$ cat src/vss_pkg.sv
`default_nettype none

package vss_pkg;

   localparam int GRID_X_DEFAULT = 32;
   localparam int GRID_Y_DEFAULT = 32;
   localparam int GRID_Z_DEFAULT = 32;
   localparam int ADDR_W_DEFAULT = 15;

   localparam int MODE_W      = 4;
   localparam int COORD_W     = 8;
   localparam int RADIUS_W    = 6;
   localparam int CHAN_W      = 8;
   localparam int CSR_INDEX_W = 3;
   localparam int CSR_DATA_W  = 8;

   // signed compare width for grid coordinates against 8-bit signed bounds
   localparam int CMP_W = COORD_W + 1;
   // multiplier operand width and accumulator width of the quadric terms
   localparam int MUL_W = 26;
   localparam int SUM_W = 44;

   typedef enum logic [MODE_W-1:0] {
      MODE_SETVOX = 4'd0,
      MODE_CLRVOX = 4'd1,
      MODE_SETBOX = 4'd2,
      MODE_CLRBOX = 4'd3,
      MODE_SETELL = 4'd4,
      MODE_CLRELL = 4'd5,
      MODE_SETSPH = 4'd6,
      MODE_CLRSPH = 4'd7,
      MODE_READ   = 4'd8
   } mode_type;

   typedef struct packed {
      logic [CHAN_W-1:0] red;
      logic [CHAN_W-1:0] green;
      logic [CHAN_W-1:0] blue;
      logic [CHAN_W-1:0] alpha;
   } rgba_type;

   localparam rgba_type RGBA_RESET = '{8'd128, 8'd128, 8'd128, 8'd128};

   typedef struct packed {
      logic [MODE_W-1:0]          mode;
      logic signed [COORD_W-1:0]  first_x;
      logic signed [COORD_W-1:0]  first_y;
      logic signed [COORD_W-1:0]  first_z;
      logic signed [COORD_W-1:0]  end_x;
      logic signed [COORD_W-1:0]  end_y;
      logic signed [COORD_W-1:0]  end_z;
      logic [RADIUS_W-1:0]        radius_x;
      logic [RADIUS_W-1:0]        radius_y;
      logic [RADIUS_W-1:0]        radius_z;
   } req_type;

   typedef struct packed {
      logic              voxel_on;
      logic [CHAN_W-1:0] voxel_red;
      logic [CHAN_W-1:0] voxel_green;
      logic [CHAN_W-1:0] voxel_blue;
      logic [CHAN_W-1:0] voxel_alpha;
      logic              out_of_grid;
   } rsp_type;

   typedef struct packed {
      logic     en;
      logic     on;
      logic     col_en;
      rgba_type col;
   } wr_cmd_type;

endpackage

`default_nettype wire

$ cat src/vss_if.sv
`default_nettype none

interface vss_req_if;
   logic             valid;
   logic             ready;
   vss_pkg::req_type payload;

   modport source (output valid, output payload, input ready);
   modport sink   (input valid, input payload, output ready);
endinterface

interface vss_rsp_if;
   logic             valid;
   logic             ready;
   vss_pkg::rsp_type payload;

   modport source (output valid, output payload, input ready);
   modport sink   (input valid, input payload, output ready);
endinterface

`default_nettype wire

$ cat src/vss_engine.sv
`default_nettype none

module vss_engine #(
   parameter int GRID_X = vss_pkg::GRID_X_DEFAULT,
   parameter int GRID_Y = vss_pkg::GRID_Y_DEFAULT,
   parameter int GRID_Z = vss_pkg::GRID_Z_DEFAULT,
   parameter int ADDR_W = vss_pkg::ADDR_W_DEFAULT
) (
   input  wire logic                clock,
   input  wire logic                reset,
   vss_req_if.sink                  req_bus,
   vss_rsp_if.source                rsp_bus,
   input  wire vss_pkg::rgba_type   paint,
   output logic [ADDR_W-1:0]        mem_addr,
   output vss_pkg::wr_cmd_type      mem_wr,
   input  wire vss_pkg::rgba_type   mem_rd_col,
   input  wire logic                mem_rd_on
);

   localparam int XW    = $clog2(GRID_X);
   localparam int YW    = $clog2(GRID_Y);
   localparam int ZW    = $clog2(GRID_Z);
   localparam int MUL_W = vss_pkg::MUL_W;
   localparam int SUM_W = vss_pkg::SUM_W;
   localparam int CMP_W = vss_pkg::CMP_W;

   typedef enum logic [2:0] {
      ST_CLEAR,
      ST_IDLE,
      ST_VOX,
      ST_RDWAIT,
      ST_SETUP,
      ST_SUM,
      ST_SWEEP,
      ST_DONE
   } state_type;

   typedef enum logic [3:0] {
      S_AX, S_AY, S_AZ, S_PYZ, S_PXZ, S_PXY, S_LIM, S_SX,
      S_SY, S_SZ, S_TX, S_TY, S_TZ, S_DX, S_DY, S_DZ
   } step_type;

   function automatic logic signed [MUL_W-1:0] one_minus_2f(
      input logic signed [vss_pkg::COORD_W-1:0] f
   );
      logic signed [MUL_W-1:0] fe;
      fe = MUL_W'(f);
      return MUL_W'(1) - (fe <<< 1);
   endfunction

   state_type         state_ff;
   step_type          step_ff;
   vss_pkg::req_type  cmd_ff;
   vss_pkg::rsp_type  res_ff;
   vss_pkg::rsp_type  rsp_payload_ff;
   logic              rsp_valid_ff;
   logic [XW-1:0]     ix_ff;
   logic [YW-1:0]     iy_ff;
   logic [ZW-1:0]     iz_ff;

   logic signed [MUL_W-1:0] ax_ff, ay_ff, az_ff, pyz_ff, pxz_ff, pxy_ff;
   logic signed [MUL_W-1:0] sx_ff, sy_ff, sz_ff;
   logic signed [SUM_W-1:0] lim_ff, ty0_ff, tz0_ff, dy0_ff, dz0_ff;
   logic signed [SUM_W-1:0] xb_ff, dx_ff, txy_ff, dy_ff, tz_ff, dz_ff;

   logic signed [MUL_W-1:0]   mul_a, mul_b;
   logic signed [2*MUL_W-1:0] prod;
   logic signed [SUM_W-1:0]   quad_sum, xb_next;
   logic signed [CMP_W-1:0]   cx, cy, cz;
   logic                      sph, is_box, set_op, in_grid, box_hit, hit;
   logic                      last_x, last_y, last_z, sweep_last;
   vss_pkg::mode_type         req_mode;
   logic [ADDR_W-1:0]         cmd_addr, cnt_addr;

   assign req_mode = vss_pkg::mode_type'(req_bus.payload.mode);
   assign sph      = (cmd_ff.mode == vss_pkg::MODE_SETSPH)
                     || (cmd_ff.mode == vss_pkg::MODE_CLRSPH);
   assign is_box   = (cmd_ff.mode == vss_pkg::MODE_SETBOX)
                     || (cmd_ff.mode == vss_pkg::MODE_CLRBOX);
   assign set_op   = !cmd_ff.mode[0];

   assign in_grid = !cmd_ff.first_x[vss_pkg::COORD_W-1]
                    && !cmd_ff.first_y[vss_pkg::COORD_W-1]
                    && !cmd_ff.first_z[vss_pkg::COORD_W-1]
                    && ($unsigned(cmd_ff.first_x) < vss_pkg::COORD_W'(GRID_X))
                    && ($unsigned(cmd_ff.first_y) < vss_pkg::COORD_W'(GRID_Y))
                    && ($unsigned(cmd_ff.first_z) < vss_pkg::COORD_W'(GRID_Z));

   assign cmd_addr = ADDR_W'({cmd_ff.first_x[XW-1:0], cmd_ff.first_y[YW-1:0],
                              cmd_ff.first_z[ZW-1:0]});
   assign cnt_addr = ADDR_W'({ix_ff, iy_ff, iz_ff});

   assign cx = $signed(CMP_W'(ix_ff));
   assign cy = $signed(CMP_W'(iy_ff));
   assign cz = $signed(CMP_W'(iz_ff));

   assign box_hit = (cx >= CMP_W'(cmd_ff.first_x)) && (cx < CMP_W'(cmd_ff.end_x))
                    && (cy >= CMP_W'(cmd_ff.first_y)) && (cy < CMP_W'(cmd_ff.end_y))
                    && (cz >= CMP_W'(cmd_ff.first_z)) && (cz < CMP_W'(cmd_ff.end_z));

   assign quad_sum = txy_ff + tz_ff;
   assign hit      = is_box ? box_hit : (quad_sum < lim_ff);
   assign xb_next  = xb_ff + dx_ff;

   assign last_x     = (ix_ff == XW'(GRID_X - 1));
   assign last_y     = (iy_ff == YW'(GRID_Y - 1));
   assign last_z     = (iz_ff == ZW'(GRID_Z - 1));
   assign sweep_last = last_x && last_y && last_z;

   // shared multiplier operand select
   always_comb begin
      mul_a = '0;
      mul_b = '0;
      unique case (step_ff)
         S_AX:  begin mul_a = $signed(MUL_W'(cmd_ff.radius_x));
                      mul_b = $signed(MUL_W'(cmd_ff.radius_x)); end
         S_AY:  begin mul_a = $signed(MUL_W'(cmd_ff.radius_y));
                      mul_b = $signed(MUL_W'(cmd_ff.radius_y)); end
         S_AZ:  begin mul_a = $signed(MUL_W'(cmd_ff.radius_z));
                      mul_b = $signed(MUL_W'(cmd_ff.radius_z)); end
         S_PYZ: begin mul_a = sph ? MUL_W'(1) : ay_ff;  mul_b = sph ? MUL_W'(1) : az_ff; end
         S_PXZ: begin mul_a = sph ? MUL_W'(1) : ax_ff;  mul_b = sph ? MUL_W'(1) : az_ff; end
         S_PXY: begin mul_a = sph ? MUL_W'(1) : ax_ff;  mul_b = sph ? MUL_W'(1) : ay_ff; end
         S_LIM: begin mul_a = sph ? ax_ff : pxy_ff;     mul_b = sph ? MUL_W'(1) : az_ff; end
         S_SX:  begin mul_a = MUL_W'(cmd_ff.first_x);   mul_b = MUL_W'(cmd_ff.first_x); end
         S_SY:  begin mul_a = MUL_W'(cmd_ff.first_y);   mul_b = MUL_W'(cmd_ff.first_y); end
         S_SZ:  begin mul_a = MUL_W'(cmd_ff.first_z);   mul_b = MUL_W'(cmd_ff.first_z); end
         S_TX:  begin mul_a = sx_ff; mul_b = pyz_ff; end
         S_TY:  begin mul_a = sy_ff; mul_b = pxz_ff; end
         S_TZ:  begin mul_a = sz_ff; mul_b = pxy_ff; end
         S_DX:  begin mul_a = one_minus_2f(cmd_ff.first_x); mul_b = pyz_ff; end
         S_DY:  begin mul_a = one_minus_2f(cmd_ff.first_y); mul_b = pxz_ff; end
         S_DZ:  begin mul_a = one_minus_2f(cmd_ff.first_z); mul_b = pxy_ff; end
      endcase
   end

   assign prod = mul_a * mul_b;

   // store port
   always_comb begin
      mem_addr   = cnt_addr;
      mem_wr.en  = 1'b0;
      mem_wr.on  = set_op;
      mem_wr.col_en = set_op;
      mem_wr.col = paint;
      unique case (state_ff)
         ST_CLEAR: begin
            mem_wr.en     = 1'b1;
            mem_wr.on     = 1'b0;
            mem_wr.col_en = 1'b1;
            mem_wr.col    = vss_pkg::RGBA_RESET;
         end
         ST_VOX, ST_RDWAIT: begin
            mem_addr  = cmd_addr;
            mem_wr.en = (state_ff == ST_VOX) && in_grid
                        && (cmd_ff.mode != vss_pkg::MODE_READ);
         end
         ST_SWEEP: mem_wr.en = hit;
         default: ;
      endcase
   end

   always_ff @(posedge clock) begin
      if (reset) begin
         state_ff     <= ST_CLEAR;
         step_ff      <= S_AX;
         rsp_valid_ff <= 1'b0;
         ix_ff        <= '0;
         iy_ff        <= '0;
         iz_ff        <= '0;
      end else begin
         if (rsp_bus.ready && (state_ff != ST_DONE)) begin
            rsp_valid_ff <= 1'b0;
         end

         unique case (state_ff)
            ST_CLEAR: begin
               if (sweep_last) state_ff <= ST_IDLE;
            end
            ST_IDLE: begin
               if (req_bus.valid) begin
                  cmd_ff <= req_bus.payload;
                  res_ff <= '0;
                  unique case (req_mode) inside
                     vss_pkg::MODE_SETVOX, vss_pkg::MODE_CLRVOX, vss_pkg::MODE_READ:
                        state_ff <= ST_VOX;
                     vss_pkg::MODE_SETBOX, vss_pkg::MODE_CLRBOX:
                        state_ff <= ST_SWEEP;
                     vss_pkg::MODE_SETELL, vss_pkg::MODE_CLRELL: begin
                        if ((req_bus.payload.radius_x == '0)
                            || (req_bus.payload.radius_y == '0)
                            || (req_bus.payload.radius_z == '0)) begin
                           state_ff <= ST_DONE;
                        end else begin
                           state_ff <= ST_SETUP;
                        end
                     end
                     vss_pkg::MODE_SETSPH, vss_pkg::MODE_CLRSPH: begin
                        state_ff <= (req_bus.payload.radius_x == '0) ? ST_DONE : ST_SETUP;
                     end
                     default: state_ff <= ST_DONE;
                  endcase
               end
            end
            ST_VOX: begin
               if (!in_grid) begin
                  res_ff.out_of_grid <= 1'b1;
                  state_ff <= ST_DONE;
               end else if (cmd_ff.mode == vss_pkg::MODE_READ) begin
                  state_ff <= ST_RDWAIT;
               end else begin
                  state_ff <= ST_DONE;
               end
            end
            ST_RDWAIT: begin
               res_ff.voxel_on    <= mem_rd_on;
               res_ff.voxel_red   <= mem_rd_col.red;
               res_ff.voxel_green <= mem_rd_col.green;
               res_ff.voxel_blue  <= mem_rd_col.blue;
               res_ff.voxel_alpha <= mem_rd_col.alpha;
               state_ff <= ST_DONE;
            end
            ST_SETUP: begin
               step_ff <= step_type'(step_ff + 4'd1);
               if (step_ff == S_DZ) state_ff <= ST_SUM;
            end
            ST_SUM: begin
               xb_ff    <= xb_ff + ty0_ff;
               txy_ff   <= xb_ff + ty0_ff;
               dy_ff    <= dy0_ff;
               tz_ff    <= tz0_ff;
               dz_ff    <= dz0_ff;
               state_ff <= ST_SWEEP;
            end
            ST_SWEEP: begin
               if (sweep_last) state_ff <= ST_DONE;
            end
            ST_DONE: begin
               if (!rsp_valid_ff || rsp_bus.ready) begin
                  rsp_valid_ff   <= 1'b1;
                  rsp_payload_ff <= res_ff;
                  state_ff       <= ST_IDLE;
               end
            end
         endcase

         if (state_ff == ST_SETUP) begin
            unique case (step_ff)
               S_AX:  ax_ff  <= $signed(prod[MUL_W-1:0]);
               S_AY:  ay_ff  <= $signed(prod[MUL_W-1:0]);
               S_AZ:  az_ff  <= $signed(prod[MUL_W-1:0]);
               S_PYZ: pyz_ff <= $signed(prod[MUL_W-1:0]);
               S_PXZ: pxz_ff <= $signed(prod[MUL_W-1:0]);
               S_PXY: pxy_ff <= $signed(prod[MUL_W-1:0]);
               S_LIM: lim_ff <= $signed(prod[SUM_W-1:0]);
               S_SX:  sx_ff  <= $signed(prod[MUL_W-1:0]);
               S_SY:  sy_ff  <= $signed(prod[MUL_W-1:0]);
               S_SZ:  sz_ff  <= $signed(prod[MUL_W-1:0]);
               S_TX:  xb_ff  <= $signed(prod[SUM_W-1:0]);
               S_TY:  ty0_ff <= $signed(prod[SUM_W-1:0]);
               S_TZ:  tz0_ff <= $signed(prod[SUM_W-1:0]);
               S_DX:  dx_ff  <= $signed(prod[SUM_W-1:0]);
               S_DY:  dy0_ff <= $signed(prod[SUM_W-1:0]);
               S_DZ:  dz0_ff <= $signed(prod[SUM_W-1:0]);
            endcase
         end

         // x outer, z inner; quadric terms advance by forward differences
         if ((state_ff == ST_SWEEP) || (state_ff == ST_CLEAR)) begin
            if (last_z) begin
               iz_ff <= '0;
               tz_ff <= tz0_ff;
               dz_ff <= dz0_ff;
               if (last_y) begin
                  iy_ff  <= '0;
                  dy_ff  <= dy0_ff;
                  xb_ff  <= xb_next;
                  txy_ff <= xb_next;
                  dx_ff  <= dx_ff + (SUM_W'(pyz_ff) <<< 1);
                  ix_ff  <= last_x ? '0 : ix_ff + 1'b1;
               end else begin
                  iy_ff  <= iy_ff + 1'b1;
                  txy_ff <= txy_ff + dy_ff;
                  dy_ff  <= dy_ff + (SUM_W'(pxz_ff) <<< 1);
               end
            end else begin
               iz_ff <= iz_ff + 1'b1;
               tz_ff <= tz_ff + dz_ff;
               dz_ff <= dz_ff + (SUM_W'(pxy_ff) <<< 1);
            end
         end
      end
   end

   assign req_bus.ready   = (state_ff == ST_IDLE);
   assign rsp_bus.valid   = rsp_valid_ff;
   assign rsp_bus.payload = rsp_payload_ff;

endmodule

`default_nettype wire

$ cat src/flat_wrapper.sv
// flat-port wrapper written by rule: the top's interface ports become plain ports
module vss_engine_flat 
#(
   parameter int GRID_X = vss_pkg::GRID_X_DEFAULT,
   parameter int GRID_Y = vss_pkg::GRID_Y_DEFAULT,
   parameter int GRID_Z = vss_pkg::GRID_Z_DEFAULT,
   parameter int ADDR_W = vss_pkg::ADDR_W_DEFAULT
)
  (clock, reset, paint, mem_addr, mem_wr, mem_rd_col, mem_rd_on, req_bus_valid, req_bus_payload, req_bus_ready, rsp_bus_valid, rsp_bus_payload, rsp_bus_ready);
  vss_req_if req_bus_i ();
  vss_rsp_if rsp_bus_i ();
  input  wire logic clock;
  input  wire logic reset;
  input  wire vss_pkg::rgba_type paint;
  output logic [ADDR_W-1:0] mem_addr;
  output vss_pkg::wr_cmd_type mem_wr;
  input  wire vss_pkg::rgba_type mem_rd_col;
  input  wire logic mem_rd_on;
  input wire logic [$bits(req_bus_i.valid)-1:0] req_bus_valid;
  input wire logic [$bits(req_bus_i.payload)-1:0] req_bus_payload;
  output wire logic [$bits(req_bus_i.ready)-1:0] req_bus_ready;
  output wire logic [$bits(rsp_bus_i.valid)-1:0] rsp_bus_valid;
  output wire logic [$bits(rsp_bus_i.payload)-1:0] rsp_bus_payload;
  input wire logic [$bits(rsp_bus_i.ready)-1:0] rsp_bus_ready;
  assign req_bus_i.valid = req_bus_valid;
  assign req_bus_i.payload = req_bus_payload;
  assign req_bus_ready = req_bus_i.ready;
  assign rsp_bus_valid = rsp_bus_i.valid;
  assign rsp_bus_payload = rsp_bus_i.payload;
  assign rsp_bus_i.ready = rsp_bus_ready;
  vss_engine #(.GRID_X(GRID_X), .GRID_Y(GRID_Y), .GRID_Z(GRID_Z), .ADDR_W(ADDR_W)) u_core (.clock(clock), .reset(reset), .req_bus(req_bus_i), .rsp_bus(rsp_bus_i), .paint(paint), .mem_addr(mem_addr), .mem_wr(mem_wr), .mem_rd_col(mem_rd_col), .mem_rd_on(mem_rd_on));
endmodule
$ cat config.mk
export PLATFORM = sky130hd
export DESIGN_NAME = vss_engine_flat
export DESIGN_NICKNAME = d
export VERILOG_FILES = /design/src/vss_pkg.sv /design/src/vss_if.sv /design/src/vss_engine.sv /design/src/flat_wrapper.sv
export SDC_FILE = /design/constraint.sdc
export NUM_CORES = 2
export LEC_CHECK = 0
export ABC_AREA = 1
export BUFFER_PORTS_ARGS = -buffer_cell sky130_fd_sc_hd__buf_2
export CORE_UTILIZATION = 45
export CTS_CLUSTER_SIZE = 20
export DETAILED_ROUTE_END_ITERATION = 10
export GPL_TIMING_DRIVEN = 0
export PLACE_DENSITY = 0.72
export REMOVE_ABC_BUFFERS = 1
export SLEW_MARGIN = 20
export SYNTH_ARGS = -nofsm -noshare
export SYNTH_HDL_FRONTEND = slang
export SYNTH_SLANG_ARGS = --single-unit
$ cat constraint.sdc
create_clock -name clock -period 11.4 [get_ports clock]
set_clock_uncertainty 0.2 [all_clocks]
set_input_delay 0.57 -clock clock [delete_from_list [all_inputs] [get_ports clock]]
set_output_delay 0.57 -clock clock [all_outputs]
set_load 0.005 [all_outputs]
==> results.txt <==
----------------------------------------------------
[CTS]
  Clk pin slew, worst setup/hold paths ... 0.07 ns
  Master cell of the clock root buffer ... sky130_fd_sc_hd__clkbuf_16
  Number of buffers added by the clock tree synthesis step ... 95
  Total number of clock tree sinks ... 879
  TritonCTS clock tree ... done
  Worst-skew pair later-pin latency ... 0.78 ns
  Number of H-tree branching levels ... 3
  Bufs on Longest Clock Path ... 3

[Timing]
  Final Worst Setup Slack ... 0.168 ns
  Worst Tran Pin Value ... 1.26 ns
  Worst slew margin relative to its limit ... 15.7%
  Fin crit share ... 98.5%
  Max-slew violation total from the final report ... 0
  Final critical-path required period ... 11.23 ns
  Sum Neg Setup Slack ... 0 ns
  Maximum clock frequency ... 89.0 MHz
  Final Hold Viols ... 0
  Count of endpoints failing setup in the final report ... 0

[Detailed routing]
  Total detailed-routing wirelength ... 316000 µm
  Via count of the routed design ... 74000
  1st-iter DRT viols ... 8727
  Routed length per placed instance ... 25.0 µm
  Remaining antenna violation count ... 0
  Initial DRT Pass Iterations ... 8
  Average via count per standard cell ... 5.85
  Detailed-route DRC error count ... 0

[Place]
  Worst slack at placement ... -2.39 ns
  Weighted congestion at the end of routability-driven global placement ... 1.02
  Post-detail-place hpwl ... 248000 µm
  Number of input and output port buffers inserted ... 224
  Inst Count DP ... 12300

[Status]
  Status ... finished, final reports clean

[Synthesis]
  Post-synthesis cell count ... 9850
  Mean instance size in the synthesized netlist ... 8.31 µm²
  Post-synthesis instance area ... 0.0818 mm²
  Number of storage elements in the synthesis netlist ... 879
  Synthesis Warnings ... 0
  Top flip-flop cell by instance count after synthesis ... sky130_fd_sc_hd__edfxtp_1
  Number of distinct standard cells referenced by the synthesized netlist ... 78
  EDFF count, synth ... 856
  Proportion of register bits with asynchronous set or reset after synthesis ... 0%
  Part of the Yosys area used for sequential elements ... 32.0%

[Floorplan]
  Core area ... 0.181 mm²
  IO Pins ... 225
  Die height ... 428 µm
  Die Area ... 0.184 mm²
  Initial cell density of the core ... 45.3%
  Row count ... 156
  Die W ... 428 µm

[Finish]
  Fraction of layout cells with a size suffix above 1 ... 7.82%
  Post-Layout Cell Count ... 12600
  Nets ... 11500
  Area growth syn-to-layout ... 12.9%

[Hold path]
  Start point of the worst hold path ... reset
  Min-delay worst type ... in -> reg

[Power]
  P_leak ... 0.0422 µW
  VDD IR max ... 0.154 mV
  Power Dens Cells ... 122 mW/mm²
  Overall Power ... 11300 µW

[Critical path]
  Startpoint of the lowest-slack register-to-register path ... u_core.step_ff[0]
  Crit path from ... u_core.step_ff[0]
  Crit path DAT ... 11.49 ns
  Nature of the critical path endpoint ... flip-flop
  Maximum fanout along the worst path ... 15
  Critical path launch point type ... flip-flop
  Req. time, crit path ... 11.66 ns
  Slowest library cell on the worst path ... sky130_fd_sc_hd__a31oi_1
  Delay of the slowest cell on the worst path ... 0.69 ns
  Setup CP Type ... reg -> reg
  Top cell by count, worst path ... sky130_fd_sc_hd__inv_1

[GRT]
  Number of global-route vias before repair ... 72900
  Overflow left after global routing ... 0
  Global-route wire length before repair ... 461000 µm
  Initial antenna violation count ... 24
  Gr usage total ... 33.7%
  Largest net degree at the start of global routing ... 130

[Run]
  Total of max-cap violations ... 0

----------------------------------------------------
stage by stage:
stage / util, % / hold WS, ns / cell area [µm²]
after global placement: 46.9 / 0.200 / 84800
after floorplan: - / 0.200 / 80700
after CTS: 50.9 / 0.0255 / 92000
after global routing: 51.1 / 0.0711 / 92300
final: 51.1 / 0.0589 / 92400
after detailed placement: 48.4 / 0.205 / 87400
report_power, final:
group          switching [µW]  leakage (µW)  internal (µW)
Sequential                225       0.00818           3800
Combinational            2470        0.0324           1410
Clock                    1500       0.00159           1860
cell families (layout without fill, tap and decap cells):
group           Yosys count  count (layout)  synth area share (%)
flops                   879             879                  32.0
mux                      35              35                 0.428
simple gates           3398            3402                  17.5
xor+xnor                210             210                  2.25
fa+ha+maj              1188            1188                  23.9
buf+inv                2186            2582                  10.3
other cells               0              24                     0
compound gates         1954            1954                  13.6
worst max-delay path: cells and delay by family (launching register included):
family | cells | cell delay, ns
AND/OR/NAND/NOR | 10 | 2.52
AO/OA/AOI/OAI | 7 | 2.16
buffers and inverters | 12 | 1.95
adder cells (fa/ha/maj) | 8 | 3.63
flip-flops | 1 | 0.39
state kept, by name, indices dropped and copies added, names as in the netlist, 34 cells and up:
signal / count
u_core.res_ff: 34
u_core.xb_ff: 44
u_core.lim_ff: 44
u_core.dx_ff: 44
u_core.dz_ff: 44
u_core.dy_ff: 44
u_core.dz0_ff: 44
u_core.ty0_ff: 44
u_core.rsp_bus.payload: 34
u_core.tz_ff: 44
u_core.txy_ff: 44
u_core.tz0_ff: 44
u_core.dy0_ff: 44
u_core.cmd_ff: 55
final timing paths:
path | endpoint | slack, ns | depth (start not counted)
max | u_core.dy0_ff[40] | 0.17 | 37
min | u_core.state_ff[2] | 0.06 | 2
max reg2reg | u_core.dy0_ff[40] | 0.17 | 37
min reg2reg | u_core.rsp_bus.payload[21] | 0.21 | 0
cell usage in the layout, fill, tap and decap left out, types with 29 or more instances in the layout:
| cell type | instances |
|---|---|
| sky130_fd_sc_hd__fa_1 | 626 |
| sky130_fd_sc_hd__ha_1 | 558 |
| sky130_fd_sc_hd__o21a_1 | 49 |
| sky130_fd_sc_hd__a31oi_1 | 126 |
| sky130_fd_sc_hd__nand2_1 | 1762 |
| sky130_fd_sc_hd__a21o_1 | 35 |
| sky130_fd_sc_hd__clkbuf_16 | 95 |
| sky130_fd_sc_hd__buf_16 | 29 |
| sky130_fd_sc_hd__nor3_1 | 94 |
| sky130_fd_sc_hd__nand3_1 | 350 |
| sky130_fd_sc_hd__o211ai_1 | 65 |
| sky130_fd_sc_hd__buf_6 | 29 |
| sky130_fd_sc_hd__buf_2 | 224 |
| sky130_fd_sc_hd__mux2i_1 | 35 |
| sky130_fd_sc_hd__or2_2 | 47 |
| sky130_fd_sc_hd__edfxtp_1 | 856 |
| sky130_fd_sc_hd__a21oi_1 | 782 |
| sky130_fd_sc_hd__nor2_1 | 845 |
| sky130_fd_sc_hd__nor4_1 | 51 |
| sky130_fd_sc_hd__buf_4 | 34 |
| sky130_fd_sc_hd__xnor2_1 | 74 |
| sky130_fd_sc_hd__dlygate4sd3_1 | 105 |
| sky130_fd_sc_hd__nand4_1 | 85 |
| sky130_fd_sc_hd__xor2_1 | 110 |
| sky130_fd_sc_hd__o21ai_0 | 623 |
| sky130_fd_sc_hd__inv_1 | 1887 |
routing by layer:
layer | part of all wire (%) | wire length, µm | track usage (%) | up-vias
met5 | 0.044 | 140 | 0 | -
met4 | 6.8 | 21400 | 20.0 | 16
met3 | 11 | 33900 | 7.32 | 905
met2 | 45 | 142000 | 53.5 | 4194
met1 | 38 | 119000 | 42.1 | 35700
li1 | - | - | - | 33200
area by class of cell:
cell class / instances / area (µm²)
Sequential cell: 879 / 26200
Fill cell: 16800 / 88400
Timing Repair inverter: 8 / 47.5
Multi-Input combinational cell: 6789 / 48200
Clock inverter: 74 / 896
Tap cell: 2370 / 2970
Inverter: 1939 / 7370
Antenna cell: 24 / 60.1
Clock buffer: 105 / 2410
Timing Repair Buffer: 456 / 4200
timing repair:
action	4_1_cts	5_1_grt
hold buffers	105	0
hold endpoints to repair	105	0
cloned	8	4
setup buffers	7	14
pin swaps	7	10
setup endpoints to repair	287	27
gates resized for setup	45	21
synthesized netlist by cell type, types with 49 or more instances:
cell type | instances | share of area [%]
sky130_fd_sc_hd__edfxtp_1 | 856 | 31
sky130_fd_sc_hd__fa_1 | 627 | 15
sky130_fd_sc_hd__nor4_1 | 55 | 0.42
sky130_fd_sc_hd__o21ai_0 | 628 | 3.8
sky130_fd_sc_hd__nor2_1 | 870 | 4.0
sky130_fd_sc_hd__buf_2 | 49 | 0.30
sky130_fd_sc_hd__nor3_1 | 99 | 0.61
sky130_fd_sc_hd__nand2_1 | 1771 | 8.1
sky130_fd_sc_hd__inv_1 | 1909 | 8.8
sky130_fd_sc_hd__a21oi_1 | 783 | 4.8
sky130_fd_sc_hd__xnor2_1 | 79 | 0.85
sky130_fd_sc_hd__nand3_1 | 360 | 2.2
sky130_fd_sc_hd__o21a_1 | 49 | 0.45
sky130_fd_sc_hd__clkbuf_1 | 166 | 0.76
sky130_fd_sc_hd__ha_1 | 561 | 8.6
sky130_fd_sc_hd__o211ai_1 | 65 | 0.60
sky130_fd_sc_hd__nand4_1 | 85 | 0.65
sky130_fd_sc_hd__a31oi_1 | 126 | 0.96
sky130_fd_sc_hd__xor2_1 | 131 | 1.4
Note: power is estimated with default switching activity, not from simulation.
